### config.mk
export PLATFORM = sky130hd
export DESIGN_NAME = tba_front
export DESIGN_NICKNAME = d
export VERILOG_FILES = /design/src/rtl/tba_pkg.sv /design/src/rtl/tba_front.sv
export SDC_FILE = /design/constraint.sdc
export NUM_CORES = 1
export LEC_CHECK = 0
export BUFFER_PORTS_ARGS = -buffer_cell sky130_fd_sc_hd__buf_2
export CAP_MARGIN = 15
export CORE_MARGIN = 8
export CORE_UTILIZATION = 47
export CTS_CLUSTER_DIAMETER = 60
export DETAILED_ROUTE_END_ITERATION = 10
export PLACE_DENSITY_LB_ADDON = 0.05
export SETUP_SLACK_MARGIN = 0.4
export SLEW_MARGIN = 15
export SYNTH_ARGS = -nofsm -noshare
export SYNTH_HDL_FRONTEND = slang
export SYNTH_SLANG_ARGS = --single-unit
### constraint.sdc
create_clock -name clock -period 19.42 [get_ports clock]
set_input_delay 0.971 -clock clock [delete_from_list [all_inputs] [get_ports clock]]
set_output_delay 0.971 -clock clock [all_outputs]
set_load 0.01 [all_outputs]
### src/rtl/tba_pkg.sv
// Shared types and constants for the temperature boxcar average block.
// No dependencies; every other file depends on this package.
package tba_pkg;

   localparam int SAMPLE_W = 18;
   localparam int LIMIT_W  = 17;
   localparam int CELSIUS_W = 17;
   localparam int F_W      = 19;

   // floor(9*c/5) == (c * C_TO_F_MUL) >> C_TO_F_SHIFT for every c below 2**17
   localparam int C_TO_F_SHIFT = 24;
   localparam int C_TO_F_MUL_W = 25;
   localparam logic [C_TO_F_MUL_W-1:0] C_TO_F_MUL = 25'd30198996;
   localparam logic [F_W-1:0] F_OFFSET = 19'd32000;
   localparam logic [LIMIT_W-1:0] LIMIT_RESET = 17'd85000;

   localparam int QUEUE_DEPTH = 4;
   localparam int QPTR_W      = 2;
   localparam int QCNT_W      = 3;

   typedef logic signed [SAMPLE_W-1:0] sample_type;
   typedef logic [LIMIT_W-1:0]         limit_type;
   typedef logic [CELSIUS_W-1:0]       celsius_type;
   typedef logic [F_W-1:0]             temp_f_type;
   typedef logic [QCNT_W-1:0]          qcount_type;

   typedef struct packed {
      logic       valid;
      temp_f_type data;
   } q_item_type;

endpackage

### src/rtl/tba_front.sv
// Front end: limit register, reading classification and Celsius to Fahrenheit
// conversion. Depends on tba_pkg; feeds tba_queue.
module tba_front (
   input  logic                  clock,
   input  logic                  reset,
   input  logic                  csr_we,
   input  tba_pkg::limit_type    csr_wdata,
   input  logic                  in_valid,
   output logic                  in_ready,
   input  tba_pkg::sample_type   in_sample,
   input  tba_pkg::qcount_type   q_count,
   output tba_pkg::q_item_type   push
);
   import tba_pkg::*;

   localparam int PROD_W = CELSIUS_W + C_TO_F_MUL_W;

   limit_type   limit_ff;
   logic        v1_ff, v1_in;
   celsius_type c1_ff;
   logic        v2_ff;
   temp_f_type  f2_ff, f2_in;
   logic [PROD_W-1:0] prod;
   logic [QCNT_W:0]   committed;
   logic        in_range;

   // credit check: queued entries plus those still in conversion
   assign committed = {1'b0, q_count} + (QCNT_W+1)'(v1_ff) + (QCNT_W+1)'(v2_ff);
   assign in_ready  = committed < (QCNT_W+1)'(QUEUE_DEPTH);

   // above zero and below the limit
   assign in_range = !in_sample[SAMPLE_W-1] && (in_sample != '0)
                     && (in_sample[CELSIUS_W-1:0] < limit_ff);
   assign v1_in = in_valid && in_ready && in_range;

   assign prod  = PROD_W'(c1_ff) * PROD_W'(C_TO_F_MUL);
   assign f2_in = F_W'(prod[PROD_W-1:C_TO_F_SHIFT]) + F_OFFSET;

   always_ff @(posedge clock) begin
      if (reset) begin
         limit_ff <= LIMIT_RESET;
         v1_ff    <= 1'b0;
         v2_ff    <= 1'b0;
      end else begin
         if (csr_we) begin
            limit_ff <= csr_wdata;
         end
         v1_ff <= v1_in;
         v2_ff <= v1_ff;
      end
   end

   always_ff @(posedge clock) begin
      c1_ff <= in_sample[CELSIUS_W-1:0];
      f2_ff <= f2_in;
   end

   assign push.valid = v2_ff;
   assign push.data  = f2_ff;

endmodule

## Word level (Yosys, flattened, before mapping)

Index checks and enable logic that the tools add are counted.
W data, S select, Z words.

- Flip-flop bits (word level): 55
- Input bits: 42
- Output and inout bits: 21
- Word-level logic and storage cells: 17

- Add/sub/neg operators: 3
- Multipliers: 1
- Magnitude comparators: 2
- Reduce and logical (&&, ||, !) cells: 6

Operators with widths:

| cell | number |
|---|---|
| $mul A17 B23 Y40 const B | 1 |
| $add A18 B15 Y19 const B | 1 |
| $reduce_bool A18 Y1 | 1 |
| $lt A17 B17 Y1 | 1 |
| $add A3 B1 Y4 | 1 |
| $add A4 B1 Y4 | 1 |
| $logic_and A1 B1 Y1 | 4 |
| $lt A4 B3 Y1 const B | 1 |
| $logic_not A1 Y1 | 1 |

## Depth between registers and ports, before layout

- Depth in word-level cells: 5
- Gate-level depth with buffers: 26
- Mapped depth without buffers: 25

## Worst setup path before layout

Ideal clock, no wire load.

- Kind: reg2reg
- From: register c1_ff[15]
- To: register f2_ff[17]
- Library setup time: 0.127 ns
- Arrival time: 6.276 ns
- Data required time: 19.293 ns
- Slack: 13.016 ns
- Stages on the path, launching flop included: 26
- Path buffers: 1
- Period minus slack after synthesis: 6.404 ns
- Cells stage by stage: dfxtp_1 -> inv_1 -> ha_1 -> inv_1 -> fa_1 -> inv_1 -> fa_1 -> inv_1 -> fa_1 -> fa_1 -> inv_1 -> fa_1 -> inv_1 -> ha_1 -> buf_6 -> a21oi_2 -> o21a_1 -> a2bb2oi_2 -> nor4b_4 -> nor4_4 -> o31ai_2 -> and2_4 -> o2111a_1 -> or4_1 -> o211a_1 -> xor2_1

- Cells in the longest elaborated chain, start to end: 2

RTL lines:

| what | line | source |
|---|---|---|
| from (decl) | tba_front.sv:20 | `celsius_type c1_ff;` |
| from (signal assigned) | tba_front.sv:54 | `c1_ff <= in_sample[CELSIUS_W-1:0];` |
| $mul A17 B23 Y40 | tba_front.sv:36 | `assign prod = PROD_W'(c1_ff) * PROD_W'(C_TO_F_MUL);` |
| $add A18 B15 Y19 | tba_front.sv:37 | `assign f2_in = F_W'(prod[PROD_W-1:C_TO_F_SHIFT]) + F_OFFSET;` |
| named net f2_in[17] | tba_front.sv:22 | `temp_f_type f2_ff, f2_in;` |
| to (signal assigned) | tba_front.sv:55 | `f2_ff <= f2_in;` |
| to (decl) | tba_front.sv:22 |  |

The timed path passes the listed nets, and every way through them passes these cells.
A chain may end at the register's enable or synchronous reset.

## Worst setup path in the final report

- From: register c1_ff[6]
- To: register f2_ff[18]

The elaborated chain is that of the path after synthesis.

==> metrics.yaml <==
critical_path:
  crit_path_max_incr_delay_ns: 0.62
  crit_slowest_cell: "a221oi_1"
  crit_arrival_ns: 7.27
  critPathKind: "reg -> reg"
  critPathMostFrequentCell: "fa_1"
  reg2reg_slack_ns: 12.37
  cp-end-kind: "flip-flop"
  cp_cell_sequence: "inv_1, ha_1, fa_1, inv_1, fa_1, inv_1, fa_1, fa_1, fa_1, inv_1, ha_1, a21oi_1, o211ai_1, a221oi_1, o31ai_4, a21oi_2, xnor2_1, ha_1, nor2_1, a41oi_1, o221ai_1, a21oi_1, and3_1"
  cp-start-kind: "flip-flop"
  path_max_fanout: 7
  critPathRequiredTime_ns: 19.63
timing:
  drv_slew: 0
  fmax_ghz: 0.142
  setup_slack_ns: 12.37
  maxSlewHeadroom_pct: 49.9
  tns_ns: 0
  hold_slack_ns: 0.491
  period_needed_ns: 7.05
  rsz0062_at_grt: "no"
  hold_viol_final: 0
  setup_viol: 0
  fin_skew_ns: 0.0150
  period_share_pct: 36.3
  worst-slew-pin-transition_ns: 0.752
floorplan:
  dieArea_sq_mm: 0.0220
  ios: 63
  initial_utilization_pct: 47.7
  row_count: 48
  fp.coreArea_sq_mm: 0.0172
  die_h_microns: 148
  die_w_microns: 148
clock_network:
  cts-root-buf: "clkbuf_16"
  cts_made_buffers: 5
  clockBufferDepth: 2
  clock_latency_ns: 0.32
  htreeDepth: 2
  postCtsSetupRepairBufs: 0
  cts_resized: 0
  cts_tree: "built"
  cts_hold_buf: 0
  clock-sinks: 55
  path_clk_slew_ns: 0.08
placed_design:
  hpwlAfterDp_mm: 16.7
  gp_congestion: 0.918
  placedCellCount: 1112
  portBuffers: 62
  post-place-ws_ns: 12.38
finish:
  fill_cells: 1631
  final_layout_size_suffix_gt1_share_pct: 10.6
  syn2layout_area_growth_pct: 8.11
  fin_nets: 1220
  stdcell_count: 1120
  layout_commonest_cell: "inv_1"
  diodes: 0
  final_cell_mix: "inv_1, ha_1, fa_1, buf_2, dfxtp_1"
grt:
  grt_pass1_vias: 5992
  track_usage_pct: 17.6
  grt_use_met2_pct: 28.2
  use_met3_pct: 2.37
  grt_start_max_net_pins: 23
  grt_busiest_layer: "met2"
  overflow: 0
  grt_pass1_wl_mm: 30.8
  grt_use_met1_pct: 24.2
  antenna_found_initial: 0
synth:
  synth_enable_flop_cells: 0
  ys_ff_latch: 55
  yosysWarnings: 0
  ys_types: 61
  syn-mean-instance-area_sq_um: 9.83
  async_flop_share_pct: 0
  netlist_instances: 837
  syn_area_sq_mm: 0.00823
  synthFlopType: "dfxtp_1"
  seq_area_frac_synth_pct: 13.4
  syn_nets: 1163
detailed_routing:
  initialDrtViolationCount: 195
  drt-total-wl_mm: 18.5
  wl_per_cell_microns: 16.6
  vias: 5668
  routed_via_density: 5.06
  first_pass_iters: 4
  drc: 0
  ant_nets: 0
hold_path:
  min_path_type: "reg -> reg"
outcome:
  outcome: "finished clean"
flow_run:
  cap_viol_max_count: 0
==> synthesized netlist by cell type, types with 6 or more instances <==
cell type | count | area [sq um]
inv_1 | 207 | 777
ha_1 | 169 | 2110
fa_1 | 115 | 2300
dfxtp_1 | 55 | 1100
a21oi_1 | 36 | 180
nand2_1 | 34 | 128
nor2_1 | 31 | 116
o21ai_0 | 19 | 95.1
xnor2_1 | 16 | 140
nand4_1 | 13 | 81.3
a21o_1 | 12 | 90.1
mux2i_1 | 12 | 120
xor2_1 | 12 | 105
o211ai_1 | 10 | 75.1
a31oi_1 | 6 | 37.5
==> worst max-delay path, delay by kind of cell (launching register included) <==
kind	cells	cell delay, ns
AO/OA/AOI/OAI	8	1.89
XOR/XNOR	1	0.13
adder cells (fa/ha/maj)	8	3.59
buffers and inverters	4	0.30
flip-flops	1	0.53
AND/OR/NAND/NOR	2	0.51
==> through the flow <==
step | area [sq um] | util [%]
2_1_floorplan | 8230 | -
3_3_place_gp | 8740 | 50.7
3_5_place_dp | 8740 | 50.7
4_1_cts | 8890 | 51.6
5_1_grt | 8890 | 51.6
6_report | 8890 | 51.6
==> sequential cells by signal, summed over array words and instances, names as in the netlist <==
signal	cells
f2_ff	19
c1_ff	17
limit_ff	17
v1_ff	1
v2_ff	1
==> logic make-up (layout without fill, tap and decap cells) <==
family | after synthesis | after routing | synth area share [%]
compound gates | 123 | 123 | 10.5
mux | 12 | 12 | 1.46
simple gates | 114 | 114 | 7.16
buf+inv | 219 | 277 | 10.4
fa+ha+maj | 284 | 284 | 53.7
flops | 55 | 55 | 13.4
xor+xnor | 30 | 30 | 3.38
==> final timing paths <==
| path | from | to | depth (start not counted) |
|---|---|---|---|
| worst min-delay path | limit_ff[10] | limit_ff[10] | 2 |
| worst max-delay path | c1_ff[6] | f2_ff[18] | 23 |
| worst min register to register | limit_ff[10] | limit_ff[10] | 2 |
| worst max register to register | c1_ff[6] | f2_ff[18] | 23 |
==> per-layer routing <==
layer	routed length, microns	vias up	share of wire [%]
li1	-	2830	-
met5	0	-	0
met1	8940	2730	48
met2	8640	86	47
met4	364	0	2.0
met3	604	22	3.3
==> area by class of cell <==
cell class / instances / area, sq um / area share [%]
Timing Repair Buffer: 62 / 310 / 3.49
Clock inverter: 3 / 27.5 / 0.310
Multi-Input combinational cell: 563 / 6270 / 70.5
Sequential cell: 55 / 1100 / 12.4
Inverter: 207 / 777 / 8.74
Tap cell: 225 / 282 / 3.17
Clock buffer: 5 / 125 / 1.41
Power is not shown: default switching activity piles up to over one toggle a cycle in this logic, so the estimate is an artifact.
