### config.mk
export PLATFORM = sky130hd
export DESIGN_NAME = tba_queue
export DESIGN_NICKNAME = d
export VERILOG_FILES = /design/src/rtl/tba_pkg.sv /design/src/rtl/tba_queue.sv
export SDC_FILE = /design/constraint.sdc
export NUM_CORES = 1
export LEC_CHECK = 0
export BUFFER_PORTS_ARGS = -buffer_cell sky130_fd_sc_hd__buf_2
export CORE_ASPECT_RATIO = 1.1
export CORE_UTILIZATION = 30
export DETAILED_ROUTE_END_ITERATION = 8
export REMOVE_ABC_BUFFERS = 1
export SYNTH_ARGS = -nofsm -noshare
export SYNTH_HDL_FRONTEND = slang
export SYNTH_SLANG_ARGS = --single-unit
export TNS_END_PERCENT = 5
### constraint.sdc
create_clock -name clock -period 2.3 [get_ports clock]
set_clock_uncertainty 0.2 [all_clocks]
set_input_delay 0.46 -clock clock [delete_from_list [all_inputs] [get_ports clock]]
set_output_delay 0.46 -clock clock [all_outputs]
set_load 0.01 [all_outputs]
### src/rtl/tba_pkg.sv
// Shared types and constants for the temperature boxcar average block.
// No dependencies; every other file depends on this package.
package tba_pkg;

   localparam int SAMPLE_W = 18;
   localparam int LIMIT_W  = 17;
   localparam int CELSIUS_W = 17;
   localparam int F_W      = 19;

   // floor(9*c/5) == (c * C_TO_F_MUL) >> C_TO_F_SHIFT for every c below 2**17
   localparam int C_TO_F_SHIFT = 24;
   localparam int C_TO_F_MUL_W = 25;
   localparam logic [C_TO_F_MUL_W-1:0] C_TO_F_MUL = 25'd30198996;
   localparam logic [F_W-1:0] F_OFFSET = 19'd32000;
   localparam logic [LIMIT_W-1:0] LIMIT_RESET = 17'd85000;

   localparam int QUEUE_DEPTH = 4;
   localparam int QPTR_W      = 2;
   localparam int QCNT_W      = 3;

   typedef logic signed [SAMPLE_W-1:0] sample_type;
   typedef logic [LIMIT_W-1:0]         limit_type;
   typedef logic [CELSIUS_W-1:0]       celsius_type;
   typedef logic [F_W-1:0]             temp_f_type;
   typedef logic [QCNT_W-1:0]          qcount_type;

   typedef struct packed {
      logic       valid;
      temp_f_type data;
   } q_item_type;

endpackage

### src/rtl/tba_queue.sv
// Short FIFO of converted readings between the front and the window logic.
// Depends on tba_pkg.
module tba_queue (
   input  logic                   clock,
   input  logic                   reset,
   input  tba_pkg::q_item_type    push,
   input  logic                   pop,
   output tba_pkg::q_item_type    head,
   output tba_pkg::qcount_type    count
);
   import tba_pkg::*;

   temp_f_type slot_ff [QUEUE_DEPTH];
   logic [QPTR_W-1:0] wr_ptr_ff, wr_ptr_in;
   logic [QPTR_W-1:0] rd_ptr_ff, rd_ptr_in;
   qcount_type        count_ff, count_in;
   logic              do_pop;

   assign do_pop = pop && (count_ff != '0);

   always_comb begin
      wr_ptr_in = wr_ptr_ff;
      rd_ptr_in = rd_ptr_ff;
      count_in  = count_ff;
      if (push.valid) begin
         wr_ptr_in = wr_ptr_ff + 1'b1;
      end
      if (do_pop) begin
         rd_ptr_in = rd_ptr_ff + 1'b1;
      end
      if (push.valid && !do_pop) begin
         count_in = count_ff + 1'b1;
      end else if (!push.valid && do_pop) begin
         count_in = count_ff - 1'b1;
      end
   end

   always_ff @(posedge clock) begin
      if (reset) begin
         wr_ptr_ff <= '0;
         rd_ptr_ff <= '0;
         count_ff  <= '0;
      end else begin
         wr_ptr_ff <= wr_ptr_in;
         rd_ptr_ff <= rd_ptr_in;
         count_ff  <= count_in;
      end
   end

   always_ff @(posedge clock) begin
      if (push.valid) begin
         slot_ff[wr_ptr_ff] <= push.data;
      end
   end

   assign head.valid = (count_ff != '0);
   assign head.data  = slot_ff[rd_ptr_ff];
   assign count      = count_ff;

endmodule

-- Word level (Yosys, flattened, before mapping)
Memories as Yosys holds them, arrays and structs flattened. A register that Yosys moved wholly into a read port is not among the register bits.
Cells that the tools add are included.
- add/sub/neg operators: 4
- multiply operators: 0
- div/mod/pow operators: 0
- order comparisons: 0
- equal/unequal tests: 0
- shift-type cells: 0
- muxes and demuxes: 6
- bitwise operators: 0
- reduce and logical (&&, ||, !) cells: 7
- operators with widths (operator ; count):
    3-bit two-way mux ; 2
    2-bit by 1-bit adder with 2-bit output, second input constant ; 2
    2-bit two-way mux ; 2
    3-bit by 1-bit adder with 3-bit output, second input constant ; 1
    1-bit logical AND ; 3
    3-bit nonzero test ; 1
    3-bit by 1-bit subtractor with 3-bit output, second input constant ; 1
    1-bit logical NOT ; 2
    1-bit two-way mux ; 2
    2-bit nonzero test ; 1
- bits in registers: 7
- bits in latches: 0
- RAM bits: 76
- bits in read-only memories: 0
- input port bits: 23
- output and inout bits: 23
- logic and storage cells: 21
- memories: 1
- memories (memory ; words ; width ; rd ports ; clocked after memory_dff ; write ports ; RTL line ; RTL):
    slot_ff ; 4 ; 19 ; 1 ; 1 ; 1 ; tba_queue.sv:13 ; temp_f_type slot_ff [QUEUE_DEPTH];

-- Longest topological paths before layout
Gate-level depths: netlist of run 1.
- depth after elaboration: 5
- mapped depth: 7
- depth with buffers taken out: 7

-- Least setup slack after synthesis of run 1
OpenSTA, ideal clock, no wires.
- path kind: register -> register
- start: reg count_ff[0] (netlist: count[0])
- end: reg count_ff[2] (netlist: count[2])
- library setup time: 0.070 ns
- arrival time: 1.951 ns
- required time: 2.030 ns
- path slack: 0.078 ns
- cell stages (with the launch flop): 8
- buffers on the path: 0
- clock period less this slack: 2.222 ns
- cells stage by stage: dfxtp_1 o31ai_1 ha_1 inv_1 fa_1 xor2_1 or3_1 a21oi_1
- word-level cells in the longest chain between the ends: 5
- elaborated cells on any way between the ends: 10
- those cells by class: add/sub: 2; mux: 2; reduce/logical: 6
- ends and longest elaborated chain (item ; RTL line ; RTL):
    start, declared ; tba_queue.sv:16 ; qcount_type count_ff, count_in;
    start signal, assigned ; tba_queue.sv:46 ; count_ff <= count_in;
    parallel branches: the longest is 5 deep, another holds 3-bit by 1-bit subtractor with 3-bit output ; -- ;
Parallel ways; which one is timed is not known. The select of a mux whose other input is x is not followed.
A chain may end at the register's enable or synchronous reset.

==> results of run 1 <==
==> final cells by class <==
cell class / instances / area, um2 / share of cell area [%]
multi-input combinational: 49 / 697 / 17.5
sequential: 85 / 2470 / 61.9
clock buffer: 9 / 225 / 5.65
tap: 143 / 179 / 4.49
inverter: 3 / 11.3 / 0.283
timing repair buffer: 56 / 358 / 8.98
clock inverter: 7 / 48.8 / 1.22
==> flip-flops by register name, summed over array words and instances, names as in the netlist, named ones only <==
name / count
count: 3
rd_ptr_ff: 2
wr_ptr_ff: 2
slot_ff: 76
==> stage by stage <==
step / power, mW / std cells / TNS, ns
finish: 4.20 / 352 / 0
global route: 4.41 / 352 / -0.0555
CTS: 4.22 / 351 / -0.0170
detailed placement: 2.81 / 334 / 0
global placement: 2.79 / 334 / 0
floorplan: 2.43 / 137 / 0
==> critical path: stages, from the launching register on <==
cell	delay (ns)
dfxtp_4	0.41
clkbuf_16	0.18
mux4_2	0.51
buf_2	0.16
==> cells in the final DEF (no fill, tap or decap) <==
| cell type | Yosys | layout |
|---|---|---|
| clkinvlp_4 | 0 | 3 |
| buf_16 | 0 | 1 |
| clkbuf_16 | 0 | 10 |
| inv_1 | 3 | 3 |
| buf_12 | 1 | 1 |
| xnor2_1 | 1 | 1 |
| o311ai_0 | 1 | 1 |
| o21ai_0 | 1 | 1 |
| mux4_2 | 10 | 14 |
| mux4_1 | 9 | 5 |
| or3_1 | 2 | 2 |
| o31ai_4 | 0 | 1 |
| inv_6 | 0 | 2 |
| and2_1 | 4 | 4 |
| dfxtp_4 | 0 | 1 |
| clkinv_2 | 0 | 1 |
| buf_4 | 0 | 8 |
| nor2_1 | 7 | 7 |
| xor2_1 | 4 | 4 |
| a21oi_1 | 1 | 1 |
| edfxtp_1 | 76 | 76 |
| buf_2 | 2 | 45 |
| fa_1 | 1 | 1 |
| dfxtp_1 | 9 | 8 |
| clkinv_1 | 0 | 1 |
| ha_1 | 5 | 5 |
| mux2i_1 | 2 | 2 |
==> cells by family (layout without fill, tap and decap cells) <==
kind of cell               Yosys count  in the layout
DFF                                 85             85
muxes                               21             21
and+or+nand+nor                     13             13
buffers and inverters                8             75
adders and majority gates            6              6
xor gates and xnor gates             5              5
AOI/OAI and AO/OA                    4              4
==> timing repair <==
action,4_1_cts,5_1_grt
gates resized for setup,5,4
setup buffers,0,0
cloned,1,1
setup endpoints to repair,7,7
hold buffers,0,0
==> layer usage <==
layer | global-route usage, % | wire length [um] | up-vias
met5 | 0 | 13 | -
met4 | 4.06 | 65 | 2
met3 | 4.24 | 276 | 9
met2 | 17.7 | 2950 | 37
met1 | 13.4 | 2390 | 765
li1 | - | - | 703
==> power by group through the flow <==
stage,Clock [mW],Combinational (mW),Sequential (mW)
finish,1.31,1.03,1.87
CTS,1.36,1.00,1.85
global route,1.41,1.13,1.88
global placement,0,0.932,1.86
floorplan,0,0.472,1.95
detailed placement,0,0.942,1.86
==> how the worst min path moves through the flow <==
stage / from / to / depth (start not counted)
after floorplan: rd_ptr_ff[1] / flip-flop / 2
after global placement: rd_ptr_ff[1] / rd_ptr_ff[1] / 2
after detailed placement: rd_ptr_ff[0] / rd_ptr_ff[0] / 2
after CTS: push[17] / slot_ff[1][17] / 1
after global routing: push[15] / slot_ff[0][15] / 1
final: push[13] / slot_ff[3][13] / 1
==> impl_results.md, run 1 <==
* Status: finished, final reports clean
* Fillers at 967
* Post-synth top area share at 70.9%
* Setup Crit Path Kind: flip-flop to primary output
* Vias in the first global route at ~1600
* Hold Path Class: input port to flip-flop
* Final Core Density at 38.3%
* Post-DP HPWL at 3.20 mm
* TritonCTS clock tree: done
* I/O pin count at 46
* Final Hold Vio Count at 0
* Nets at 233
* Die span in y at 111 um
* Final ANT Viol Nets at 0
* Fraction of layout cells with a size suffix above 1 at a little over two fifths
* Flop pwr share at 44.5%
* Sw frac at between 20% and 30%
* Register bit total from synthesis at 85
* Worst-path fanout max at 5
* Row cnt at 39
* Largest net degree at the start of global routing at 20
* GR Util All Layers at 11.0%
* RSZ-0062 raised after global routing: true
* Post-synthesis average cell area at roughly 23 um2
* Synth top cells by count: 76 x edfxtp_1, 10 x mux4_2, 9 x dfxtp_1, 9 x mux4_1, 7 x nor2_1
* Worst r2r src: count[1]
* Max-slew violations at 0
* Top-count cell post-synth: edfxtp_1
* Place WS at ~0.021 ns
* Initial Util at 30.9%
* Root Buffer: clkbuf_16
* Vias at 1516
* Int Pwr at 3.10 mW
* Input/output buffers at between 40 and 50
* Area leader, netlist: edfxtp_1
* R2R cell count at 7
* Flop-to-flop setup slack at 0.14 ns
* Reg-to-reg endpoint: count[2]
* Synth Instances at 142
* Number of synthesized flops with an enable pin at 76
* DRC Markers at 0
* Post-layout min period at around 2.3 ns
* Drt first pass iters at 4
* CTS clk-pin slew, worst paths at 0.06 ns
* Predominant post-synthesis flop cell: edfxtp_1
* Clock power share at roughly 31%
* # Max-Cap Violations at 0
* Complex-gate fraction of the synthesized area at 0.817%
* Clock Tree Buf Depth at 2
* Cell Pwr Density at 1050 nW/um2
* Seq/Total Area, Yosys at between 70% and 80%
* Post-synth cell types at 21
* Final WL at between 5 and 6 mm
* Final period utilization at 98.0%
* Full die area at 11100 um2
* CP endpoint kind: primary output
* CTS buffer count at 9
* Simple-gate share of the synthesized area at approximately 2%
* Top post-synthesis cells by area: edfxtp_1 71%, mux4_1 7.4%, mux4_2 7.0%, dfxtp_1 5.6%, ha_1 1.9%
* Combinational power share at 24.4%
* Total number of yosys warnings at 0
* Area grow syn2layout at 23.9%
* Max-slew headroom at 74.3%
* Psw at approximately 1.1 mW
* DRT iter0 DRCs at 60
* CP Data Arrival Time at 1.59 ns
* H-tree levels at 3
* Global-route wire length before repair at between 8 and 9 mm
* Grt total ovfl at 0
* RD Place Congestion at 0.639
* Least-Margin Pin Slew at roughly 0.38 ns
* Combinational family with the most area after synthesis: multiplexers
* Clock latency on the worst-skew pair at roughly 0.33 ns
* Required time worst endpoint at 1.64 ns
* Mux cell area share after synthesis at between 10% and 20%
* Crit path launch type: flip-flop
* WL/cell at 16.2 um
* Die width at a little over 100 um
* Post-Synth Adder-Cell Area at under 10%
* Core Box Area at 10400 um2
* Placed Area at about 3700 um2
* Cell area after synthesis at ~3200 um2
* Clock sinks at 85
* Final Cell Area at 3990 um2
* Crit path to: head[3]
* Hold_ws at 0.147 ns
* Static Leakage at 1.39 nW
* Synth async-reset ratio at 0%
* VDD IR max at 568 uV
* Fmax at 0.444 GHz
* Worst setup margin at roughly 0.045 ns
* Synth Area in XOR/XNOR at 1.36%
* Final setup violation count at 0
* Vias/cell at 4.31
* Ant diodes at 0
* Initial antenna violation count at 1
No activity file was read; power rests on OpenSTA's default activity.
==> run 2: changes to the inputs <==
BUFFER_PORTS_ARGS = default   (was -buffer_cell sky130_fd_sc_hd__buf_2)
CORE_MARGIN = 4   (was default)
CTS_BUF_LIST = sky130_fd_sc_hd__clkbuf_16   (was default)
DONT_BUFFER_PORTS = 1   (was default)
==> impl_results.md, run 2 (synthesis gave the netlist of run 1 again) <==
* Status: finished, final reports clean
* DRC Markers at 0
* Setup Fix Bufs, Post-CTS at 0
* Least-Margin Pin Slew at 0.452 ns
* CP Data Arrival Time at between 1.5 and 2 ns
* DRT iter0 DRCs at 67
* Global-route wire length before repair at between 8 and 9 mm
* Core Box Area at 10400 um2
* Drt first pass iters at 4
* Fmax at 0.450 GHz
* Full die area at 12400 um2
* Clock latency on the worst-skew pair at 0.33 ns
* Final WL at between 5 and 6 mm
* WL/cell at 18.2 um
* Largest reg by FF count: slot_ff
* Input/output buffers at 0
* RSZ-0062 raised after global routing: false
* Multi-input gate area at 699 um2
* TritonCTS clock tree: done
* Commonest non-fill, non-tap cell in the layout: edfxtp_1
* Row cnt at 39
* Crit path launch type: flip-flop
* Static Leakage at 1.23 nW
* Total negative slack at 0 ns
* Vias/cell at 4.45
* Final period utilization at between 90% and 100%
* Final Hold Vio Count at 0
* Final setup violation count at 0
* Final Core Density at between 30 and 40%
* RD Place Congestion at between 0.6 and 0.7
* Final ANT Viol Nets at 0
* Setup Crit Path Kind: flip-flop to primary output
* Max-slew violations at 0
* Clock sinks at 85
* Post-layout min period at 2.22 ns
* Hold Path Class: input port to flip-flop
* Fillers at 993
* Grt total ovfl at 0
* Nets at about 190
* Vias at approximately 1400
* Clock Tree Buf Depth at 2
* VDD IR max at 501 uV
* Ant diodes at 0
* Worst-path fanout max at 19
* Sequential cell area at 2460 um2
* Required time worst endpoint at 1.64 ns
* Root Buffer: clkbuf_16
* Die span in y at 117 um
* CTS clk-pin slew, worst paths at 0.06 ns
* Initial Util at 30.8%
* Area grow syn2layout at 16.4%
* Max-slew headroom at between 60% and 70%
* Die width at approximately 110 um
* CTS buffer count at 9
* GR Util All Layers at 9.65%
* Largest register FFs at 76
* H-tree levels at 3
* I/O pin count at 46
* CP endpoint kind: primary output
* Vias in the first global route at ~1500
* Most frequent cells in the layout: 76 x edfxtp_1, 11 x mux4_2, 9 x dfxtp_1, 9 x clkbuf_16
* Initial antenna violation count at 0
* Post-DP HPWL at 3.48 mm
* Fraction of layout cells with a size suffix above 1 at 21.8%
* # Max-Cap Violations at 0
* Largest net degree at the start of global routing at 20
* Cell Pwr Density at 1030 nW/um2
==> run 2: cell count changes in the layout (fill, tap and decap cells not counted), moves of 2 or more <==
cell | before | now
inv_6 | 2 | 0
inv_1 | 3 | 6
buf_2 | 45 | 0
mux4_1 | 5 | 8
mux4_2 | 14 | 11
buf_12 | 1 | 3
==> run 2: metrics by stage <==
| step | worst slack (ns) | std cells | hold WS, ns | power [mW] | area (um2) |
|---|---|---|---|---|---|
| 6_report | 0.0788 | 308 | 0.0250 | 3.87 | 3740 |
| 2_1_floorplan | 0.0613 | 137 | 0.285 | 2.43 | 3170 |
| 3_5_place_dp | 0.0647 | 291 | 0.314 | 2.67 | 3470 |
| 4_1_cts | 0.0280 | 308 | 0.00689 | 3.95 | 3740 |
| 5_1_grt | 0.000544 | 308 | 0.000771 | 4.08 | 3740 |
| 3_3_place_gp | 0.154 | 291 | 0.319 | 2.66 | 3470 |
==> run 2: final timing paths <==
kind | start | to | slack (ns) | cells past startpoint
min reg2reg | rd_ptr_ff[0] | rd_ptr_ff[0] | 0.34 | 2
min | push[3] | slot_ff[0][3] | 0.02 | 0
max | flip-flop | head[16] | 0.08 | 2
max reg2reg | count[1] | count[2] | 0.13 | 7
==> run 2: final cells by class <==
type | count | area share [%]
flip-flops and latches | 85 | 65.8
inverters | 3 | 0.301
clock buffers | 9 | 6.02
clock inverters | 7 | 0.969
multi-input cells | 49 | 18.7
repair buffers | 12 | 3.48
well taps | 143 | 4.78
==> run 2: per-layer routing <==
layer / global-route usage, % / part of all wire, % / vias up
li1: - / - / 615
met1: 10.6 / 40 / 707
met2: 15.4 / 50 / 39
met3: 5.25 / 8.0 / 10
met4: 4.52 / 2.0 / 0
met5: 0 / 0 / -
==> run 2: repair_timing <==
| action | 4_1_cts | 5_1_grt |
|---|---|---|
| hold buffers | 1 | 0 |
| endpoints found under the setup margin | 0 | 2 |
| resized for setup | 0 | 2 |
| hold endpoints to repair | 9 | 0 |
==> run 2: critical path, cell delays in order, from the launching register on <==
cell,delay (ns)
dfxtp_1,0.36
buf_12,0.21
mux4_1,0.66
==> run 2: power by group <==
| part | internal [mW] | total, mW | switching [mW] |
|---|---|---|---|
| clock | 0.714 | 1.25 | 0.538 |
| combinational | 0.376 | 0.782 | 0.405 |
| sequential | 1.80 | 1.84 | 0.0412 |
| total | 2.89 | 3.87 | 0.984 |
