`src/rtl/tba_pkg.sv`:
```
// Shared types and constants for the temperature boxcar average block.
// No dependencies; every other file depends on this package.
package tba_pkg;

   localparam int SAMPLE_W = 18;
   localparam int LIMIT_W  = 17;
   localparam int CELSIUS_W = 17;
   localparam int F_W      = 19;

   // floor(9*c/5) == (c * C_TO_F_MUL) >> C_TO_F_SHIFT for every c below 2**17
   localparam int C_TO_F_SHIFT = 24;
   localparam int C_TO_F_MUL_W = 25;
   localparam logic [C_TO_F_MUL_W-1:0] C_TO_F_MUL = 25'd30198996;
   localparam logic [F_W-1:0] F_OFFSET = 19'd32000;
   localparam logic [LIMIT_W-1:0] LIMIT_RESET = 17'd85000;

   localparam int QUEUE_DEPTH = 4;
   localparam int QPTR_W      = 2;
   localparam int QCNT_W      = 3;

   typedef logic signed [SAMPLE_W-1:0] sample_type;
   typedef logic [LIMIT_W-1:0]         limit_type;
   typedef logic [CELSIUS_W-1:0]       celsius_type;
   typedef logic [F_W-1:0]             temp_f_type;
   typedef logic [QCNT_W-1:0]          qcount_type;

   typedef struct packed {
      logic       valid;
      temp_f_type data;
   } q_item_type;

endpackage

```
`src/rtl/tba_average.sv`:
```
// Divides the running sum by the window depth and holds the result for output.
// Depends on tba_pkg; reciprocal multiply with one correction step.
module tba_average #(
   parameter int WINDOW_DEPTH = 256
) (
   input  logic                clock,
   input  logic                reset,
   input  logic                sum_valid,
   input  logic [tba_pkg::F_W+$clog2(WINDOW_DEPTH)-1:0] sum,
   output logic                advance,
   output logic                out_valid,
   input  logic                out_ready,
   output tba_pkg::temp_f_type out_avg
);
   import tba_pkg::*;

   localparam int SUM_W  = F_W + $clog2(WINDOW_DEPTH);
   localparam int PROD_W = 2 * SUM_W;
   localparam longint unsigned RECIP_L = (64'd1 << SUM_W) / WINDOW_DEPTH;
   localparam logic [SUM_W-1:0] RECIP = SUM_W'(RECIP_L);
   localparam logic [SUM_W-1:0] DEPTH_S = SUM_W'(WINDOW_DEPTH);

   logic              v1_ff, v2_ff, v3_ff, out_v_ff;
   logic [PROD_W-1:0] prod1_ff;
   logic [SUM_W-1:0]  sum1_ff, sum2_ff, sum3_ff;
   temp_f_type        q2_ff, q3_ff;
   logic [SUM_W-1:0]  qd3_ff;
   logic [SUM_W-1:0]  rem;
   temp_f_type        out_ff, out_in;

   assign advance = !out_v_ff || out_ready;

   // the estimate is exact or one short
   assign rem    = sum3_ff - qd3_ff;
   assign out_in = (rem >= DEPTH_S) ? q3_ff + 1'b1 : q3_ff;

   always_ff @(posedge clock) begin
      if (reset) begin
         v1_ff    <= 1'b0;
         v2_ff    <= 1'b0;
         v3_ff    <= 1'b0;
         out_v_ff <= 1'b0;
      end else if (advance) begin
         v1_ff    <= sum_valid;
         v2_ff    <= v1_ff;
         v3_ff    <= v2_ff;
         out_v_ff <= v3_ff;
      end
   end

   always_ff @(posedge clock) begin
      if (advance) begin
         prod1_ff <= PROD_W'(sum) * PROD_W'(RECIP);
         sum1_ff  <= sum;
         q2_ff    <= F_W'(prod1_ff[PROD_W-1:SUM_W]);
         sum2_ff  <= sum1_ff;
         qd3_ff   <= SUM_W'(q2_ff) * DEPTH_S;
         q3_ff    <= q2_ff;
         sum3_ff  <= sum2_ff;
         out_ff   <= out_in;
      end
   end

   assign out_valid = out_v_ff;
   assign out_avg   = out_ff;

endmodule

```
`config.mk`:
```
export PLATFORM = sky130hd
export DESIGN_NAME = tba_average
export DESIGN_NICKNAME = d
export VERILOG_FILES = /design/src/rtl/tba_pkg.sv /design/src/rtl/tba_average.sv
export SDC_FILE = /design/constraint.sdc
export NUM_CORES = 1
export LEC_CHECK = 0
export BUFFER_PORTS_ARGS = -buffer_cell sky130_fd_sc_hd__buf_2
export CAP_MARGIN = 25
export CORE_MARGIN = 2
export CORE_UTILIZATION = 50
export CTS_BUF_LIST = sky130_fd_sc_hd__clkbuf_4
export DETAILED_ROUTE_END_ITERATION = 6
export PLACE_DENSITY_LB_ADDON = 0.05
export REMOVE_ABC_BUFFERS = 1
export SYNTH_ARGS = -nofsm -noshare
export SYNTH_HDL_FRONTEND = slang
export SYNTH_SLANG_ARGS = --single-unit
```
`constraint.sdc`:
```
create_clock -name clock -period 1.9 [get_ports clock]
set_clock_uncertainty 0.05 [all_clocks]
set_input_delay 0.19 -clock clock [delete_from_list [all_inputs] [get_ports clock]]
set_output_delay 0.19 -clock clock [all_outputs]
set_load 0.02 [all_outputs]
```
### Word-level counts from Yosys, hierarchy flattened

Cells that the tools add are included.

| storage, ports and cells | value |
|---|---|
| bits in registers | 142 |
| bits of input ports | 31 |

| operators by class | value |
|---|---|
| add/subtract/negate cells | 2 |
| magnitude comparators | 1 |
| multiplexer cells | 1 |
| reduce and logical (&&, ||, !) cells | 2 |

Operators by type and width:

| operator | count |
|---|---|
| $ge 27x9->1 const B | 1 |
| $sub 27x27->27 | 1 |
| $add 19x1->19 const B | 1 |
| $mux 19 | 1 |
| $logic_not 1->1 | 1 |
| $logic_or 1x1->1 | 1 |

### Longest topological paths before layout

Gate-level depths: netlist of the first run.

| logic depth | value |
|---|---|
| word-level depth | 3 |
| gate-level depth with buffers | 3 |
| mapped depth without buffers | 3 |

### Worst setup path after synthesis of the first run

OpenSTA, ideal clock, no wires.

| timing | value |
|---|---|
| kind | register to register |
| start point | reg out_v_ff, in the netlist out_valid |
| end point | reg out_ff[0], in the netlist out_avg[0] (enable) |
| library setup time | 400 ps |
| arrival time | 1,438 ps |
| slack | 11 ps |
| cell stages (with the launch flop) | 3 |
| path buffers | 0 |
| clock period less this slack | 1,889 ps |
| path through | dfxtp_1 -> nor2b_4 -> inv_2 |

| on the way | value |
|---|---|
| word-level cells in the longest chain between the ends | 2 |

Ends and longest elaborated chain:

| element | line | text |
|---|---|---|
| start: declaration | tba_average.sv:23 | `logic v1_ff, v2_ff, v3_ff, out_v_ff;` |
| start signal: assignment | tba_average.sv:47 | `out_v_ff <= v3_ff;` |
| $logic_not 1->1 | tba_average.sv:31 | `assign advance = !out_v_ff \|\| out_ready;` |
| $logic_or 1x1->1 | tba_average.sv:31 |  |
| via advance | tba_average.sv:10 | `output logic advance,` |
| end signal: assignment | tba_average.sv:60 | `out_ff <= out_in;` |
| end: declaration | tba_average.sv:29 | `temp_f_type out_ff, out_in;` |

The timed path passes the listed nets, and every way through them passes these cells.
A chain may end at the register's enable or synchronous reset.

### Final worst setup path of the first run

| timing | value |
|---|---|
| start point | reg out_v_ff, in the netlist out_valid |
| end point | out advance |

| on the way | value |
|---|---|
| word-level cells in the longest chain between the ends | 2 |

Ends and longest elaborated chain:

| element | line |
|---|---|
| $logic_not 1->1 | tba_average.sv:31 |
| $logic_or 1x1->1 | tba_average.sv:31 |
| end: declaration | tba_average.sv:10 |

No other way between the ends.

==> results.md, run 1 <==
- Result of the run: completed
- CTS Buf Count: 9
- Number of synthesized flops with an enable pin: 76
- Avg WL per Cell: 12.3 microns
- Yosys top cell area share: 0.933
- Final net count: 200
- Final hold viol count: 0
- Async set or reset register ratio after synthesis: 0
- HP Class: primary input to flop
- Main synth FF type: edfxtp_1
- DIE HEIGHT: 74.0 microns
- Clock latency on the worst-skew pair: 0.39 ns
- Final design area excluding fillers: 3100 sq um
- Net load switching power: 0.585 mW
- Period Utilization, post-route: 0.768
- Worst Max-Slew Pin Slew: about 0.22 ns
- DRC viols: 0
- Relative slew slack: 0.851
- Initial drt markers: 54
- Clock power frac: 0.266
- Fill cells: 330
- IO buf count: between 40 and 50
- Area of the multi-input gates: 77.6 sq um
- CP arrival: 1.22 ns
- Int Pwr: between 2 and 2.5 mW
- Total Wirelength: ~3000 microns
- Count of boundary I/O pins: 52
- CP startpoint kind: flop
- Core area: about 4700 sq um
- Setup-failing EPs final: 0
- Drt first pass iters: 4
- Synth cell types: 10
- Register area: 2360 sq um
- Vias per cell: ~4.4
- CP endpoint kind: primary output
- Peak VDD IR: between 0.4 and 0.5 mV
- CTS Buffer Depth: 2
- CTS Sinks: 80
- YS warnings: 0
- Initial core utilization: 0.518
- Synth area leaders: edfxtp_1 (93%), dfxtp_1 (3.3%), mux2i_1 (0.82%)
- Leading area contributor after synthesis: edfxtp_1
- Gr ovfl total: 0
- Worst reg-to-reg path cell count: 3
- Worst Path Required: 1.66 ns
- Switching Share: 0.194
- Fmax: 686 MHz
- Remaining antenna violation count: 0
- Leakage power: 1.20 nW
- Number of global-route vias before repair: ~1,100
- Tot GR Track Use: 0.126
- Die area: 5470 sq um
- Final slew viol count: 0
- Clock root buffer: clkbuf_4
- Most numerous cell in the Yosys netlist: edfxtp_1
- Setup CP Type: flop to primary output
- Clock transition at path regs: 0.11 ns
- Diodes inserted: 0
- Dpl cell area: 2780 sq um
- Fin crit period: 1.46 ns
- Post-Syn Instances: 91
- Post-Syn Area per Cell: 26.9 sq um
- Largest net degree at the start of global routing: 42
- Hold_buf cts: 21
- DP Wirelength: between 1500 and 2000 microns
- Post-synth top cells: edfxtp_1 (76), dfxtp_1 (4), nand2b_1 (3)
- Max Cap Viol: 0
- PD cells: 974 nW/um^2
- Hold Path Depth: 3
- Unrepaired setup endpoints after global routing: false
- H-tree Lvls: 3
- Die X: 74.0 microns
- Share of layout cells above drive strength 1: 0.362
- GP Congestion: 0.630
- Cts repair resizes: 0
- Initial antenna violation count: 0
- Post-CTS setup buffer count: 0
- Setup TNS: 0 ns
- Seq cells post-synth: 80
- Sequential area share after synthesis: 0.965
- Sequential share of power: 0.686
- P&R area growth vs syn: 26.7%
- Via count: around 1,100
- Synthesized area: 2450 sq um
- FP Rows: 25
- First-pass GRT wire length: 4770 microns
- CTS tree: yes
- Combinational Power Share: 0.048
- Crit Path Max Fanout: 6
[per-stage QoR]
step	power (mW)	cells	hold slack, ns	util	worst slack [ns]
2_1_floorplan	2.16	91	0.202	-	0.0114
3_3_place_gp	2.22	204	0.317	0.589	0.704
3_5_place_dp	2.23	204	0.318	0.589	0.668
4_1_cts	3.07	241	0.0451	0.657	0.380
5_1_grt	3.14	241	0.0485	0.657	0.343
6_report	3.02	241	0.0757	0.657	0.442
[routing by layer]
metal	wire length [microns]	vias to the layer above	global-route usage
li1	-	517	-
met1	1160	510	0.133
met2	1600	31	0.206
met3	128	8	0.0434
met4	76	0	0.0970
met5	0	-	0
[power by group through the flow]
stage | clock network, mW | registers [mW] | logic [mW]
after detailed placement | 0 | 2.12 | 0.114
after global placement | 0 | 2.11 | 0.112
after CTS | 0.849 | 2.08 | 0.148
after floorplan | 0 | 2.15 | 0.0128
final | 0.803 | 2.07 | 0.146
after global routing | 0.898 | 2.09 | 0.159
[placed cells by master (no fill, tap or decap)]
cell / count
buf_2: 43
buf_4: 2
clkinv_1: 2
nand2b_1: 3
inv_2: 1
nand4bb_1: 1
clkinv_2: 1
edfxtp_1: 76
dlygate4sd3_1: 21
mux2i_1: 2
inv_1: 1
o21ai_1: 1
dfxtp_1: 4
buf_12: 1
a21oi_2: 1
clkbuf_4: 13
nor2b_4: 1
[layout make-up]
cell class                      instances  share of cell area
Sequential cell                        80               0.762
Timing Repair Buffer                   67               0.148
Clock buffer                           13              0.0315
Tap cell                               67              0.0270
Multi-Input combinational cell          9              0.0250
Clock inverter                          3             0.00403
Inverter                                2             0.00242
[logic make-up after synthesis]
logic type             after synthesis  synth area share
muxes                                2           0.00818
DFF                                 80             0.965
AOI/OAI and AO/OA                    2           0.00562
and+or+nand+nor                      5            0.0179
buffers and inverters                2           0.00306
[worst paths after layout]
check | startpoint | endpoint | slack, ns
setup / recovery | out_valid | advance | 0.44
hold / removal | out_ready | v3_ff | 0.08
setup reg to reg | out_valid | sum3_ff[11] | 0.67
hold reg to reg | sum2_ff[18] | sum3_ff[18] | 0.37
[registers in the layout, indices dropped and copies added (netlist names)]
| signal | count |
|---|---|
| sum2_ff | 19 |
| sum3_ff | 19 |
| out_avg | 19 |
| v3_ff | 1 |
| v1_ff | 1 |
| sum1_ff | 19 |
| out_valid | 1 |
| v2_ff | 1 |
[worst max-delay path, cell delays in order (launching register included)]
cell     delay, ns
dfxtp_1       0.36
nor2b_4       0.20
inv_2         0.10
buf_2         0.17
Note: power is estimated with default switching activity, not from simulation.
==> inputs of run 2 (changes only) <==
ABC_AREA = 1   (was not set)
clock period = 1.3 ns   (was 1.9 ns; I/O delays follow)
==> run 2 against run 1 <==
- sequential power up 48%
- non-clock buffer count up 3
- clock-buffer cell count decreased by 4
- critical path type unchanged
- critical endpoint is now out_valid
- largest power group unchanged
- highest routed layer unchanged
==> results.md, run 2 <==
- Dpl cell area: 2830 sq um
- Avg WL per Cell: 12.5 microns
- Final design area excluding fillers: 3250 sq um
- Core area: 4720 sq um
- IO buf count: 43
- Max stage delay on crit path: roughly 0.37 ns
- Place WS: roughly 0.28 ns
- CTS Sinks: 80
- Die area: about 5500 sq um
- Unrepaired setup endpoints after global routing: false
- Die X: 74.0 microns
- Clock root buffer: clkbuf_4
- DP Wirelength: 1980 microns
- Share of layout cells above drive strength 1: 0.358
- Commonest non-fill, non-tap cells in the layout: edfxtp_1 (76), buf_2 (43), dlygate4sd3_1 (22)
- Total Wirelength: between 3000 and 4000 microns
- Total power: between 5 and 6 mW
- Worst reg-to-reg path cell count: 2
- Max Cap Viol: 0
- Most common cell after layout, fill and taps aside: edfxtp_1
- Drt first pass iters: 6
- Fin crit period: 1.24 ns
- Vias per cell: 4.34
- FP Rows: 25
- Hold Path Depth: 5
- GP Congestion: between 0.6 and 0.7
- Sequential area share after synthesis: 0.965
- CTS Buffer Depth: 2
- H-tree Lvls: 3
- Gr ovfl total: 0
- Crit-path cells: buf_4 > buf_2
- Leakage power: 1.30 nW
- Worst hold endpoint: v2_ff
- Main synth FF type: edfxtp_1
- Synth cell types: 9
- Final slew viol count: 0
- Initial antenna violation count: 0
- Relative slew slack: 0.877
- HP Class: primary input to flop
- Number of global-route vias before repair: around 1,100
- Fmax: slightly above 800 MHz
- Reg2Reg Capture Point: out_avg[5]
- PD cells: 1610 nW/um^2
- Post-CTS setup buffer count: 0
- Peak VDD IR: 0.909 mV
- Area of the multi-input gates: 71.3 sq um
- R2R setup slack: between 0.2 and 0.3 ns
- Diodes inserted: 0
- Crit-path slowest cell: dfxtp_2
- Leading area contributor after synthesis: edfxtp_1
- Register area: 2360 sq um
- Worst hold start: out_ready
- Slack of the critical path: 0.0614 ns
- Synthesized area: about 2400 sq um
- Most numerous cell in the Yosys netlist: edfxtp_1
- Largest net degree at the start of global routing: 26
- Initial core utilization: 0.518
- Period Utilization, post-route: 0.953
- Remaining antenna violation count: 0
- Final net count: 213
- Worst Max-Slew Pin Slew: 0.184 ns
- CP startpoint kind: flop
- Post-synth top cells: edfxtp_1 (76), nor2_1 (6), inv_1 (5)
- First-pass GRT wire length: 4780 microns
- Tot GR Track Use: 0.129
- Async set or reset register ratio after synthesis: 0
- P&R area growth vs syn: 32.9%
- Fill cells: 292
- Setup-failing EPs final: 0
- Seq cells post-synth: 80
- DIE HEIGHT: 74.0 microns
- Placed Cells: 216
- Count of boundary I/O pins: 52
- Post-Syn Area per Cell: 24.2 sq um
- Yosys top cell area share: 0.932
- Worst Path Required: 1.12 ns
- Clock transition at path regs: 0.11 ns
- Via count: 1,103
- Reg2reg start: out_valid
- CP arrival: 1.06 ns
- Initial drt markers: 50
- Number of synthesized flops with an enable pin: 76
- Post-Syn Instances: 101
- DRC viols: 0
- Clock latency on the worst-skew pair: 0.39 ns
- Final hold viol count: 0
- YS warnings: 0
- Crit Path Max Fanout: 5
- CTS Buf Count: 9
- Layout Cells excl Fill: 254
- CTS tree: yes
- Setup CP Type: flop to primary output
- Result of the run: completed
- Setup TNS: 0 ns
- Synth area leaders: edfxtp_1 (93%), dfxtp_1 (3.3%), nor2_1 (0.92%)
- CP endpoint kind: primary output
-- run 2: cell types whose count changed in the layout (fill, tap and decap cells not counted), moves of 2 or more --
cell,before,now
inv_1,1,5
bufinv_16,0,4
mux2i_1,2,0
nand3_1,0,3
buf_12,1,3
nand2_1,0,3
clkbuf_4,13,9
nor2_1,0,6
nand2b_1,3,0
-- run 2: cells by family after synthesis --
| kind of cell | count (synthesis) | share of synthesized area |
|---|---|---|
| AOI/OAI and AO/OA | 1 | 0.00204 |
| buffers and inverters | 6 | 0.00920 |
| DFF | 80 | 0.965 |
| and+or+nand+nor | 14 | 0.0240 |
-- run 2: worst max-delay path, delay by kind of cell (launching register included) --
family / cells / cell delay [ns]
buffers and inverters: 2 / 0.30
flip-flops: 1 / 0.37
-- run 2: area by class of cell --
type / instances / area share
Sequential cell: 80 / 0.727
Timing Repair Buffer: 70 / 0.157
Clock inverter: 7 / 0.0412
Tap cell: 67 / 0.0258
Multi-Input combinational cell: 15 / 0.0219
Clock buffer: 9 / 0.0208
Inverter: 6 / 0.00692
-- run 2: per-stage QoR --
step | utilization | hold slack [ns]
after global routing | 0.689 | 0.140
after global placement | 0.599 | 0.255
after detailed placement | 0.599 | 0.258
after CTS | 0.689 | 0.0849
after floorplan | - | 0.149
final | 0.689 | 0.120
-- run 2: routing by layer --
metal,track usage,vias up,part of all wire
li1,-,548,-
met1,0.143,523,0.41
met2,0.209,28,0.55
met3,0.0366,4,0.030
met4,0.103,0,0.017
met5,0,-,0
-- run 2: worst max path at each step --
stage / depth (start not counted) / from / end
after detailed placement: 4 / out_ready / out_avg[16]
final: 2 / out_valid / out_valid
after global routing: 2 / out_valid / out_valid
after CTS: 2 / out_valid / out_valid
after floorplan: 1 / out_valid / out_avg[0]
after global placement: 2 / out_valid / out_avg[7]
-- run 2: power by group --
part | internal, mW | switching, mW | leakage (nW) | total [mW]
Clock | 1.16 | 0.764 | 0.107 | 1.92
Combinational | 0.119 | 0.141 | 0.354 | 0.260
Sequential | 3.02 | 0.0479 | 0.835 | 3.07
-- run 2: repair_timing --
action,in CTS,in global routing
endpoints found under the setup margin,1,0
hold buffers,22,0
gates resized for setup,1,0
endpoints found under the hold margin,23,0
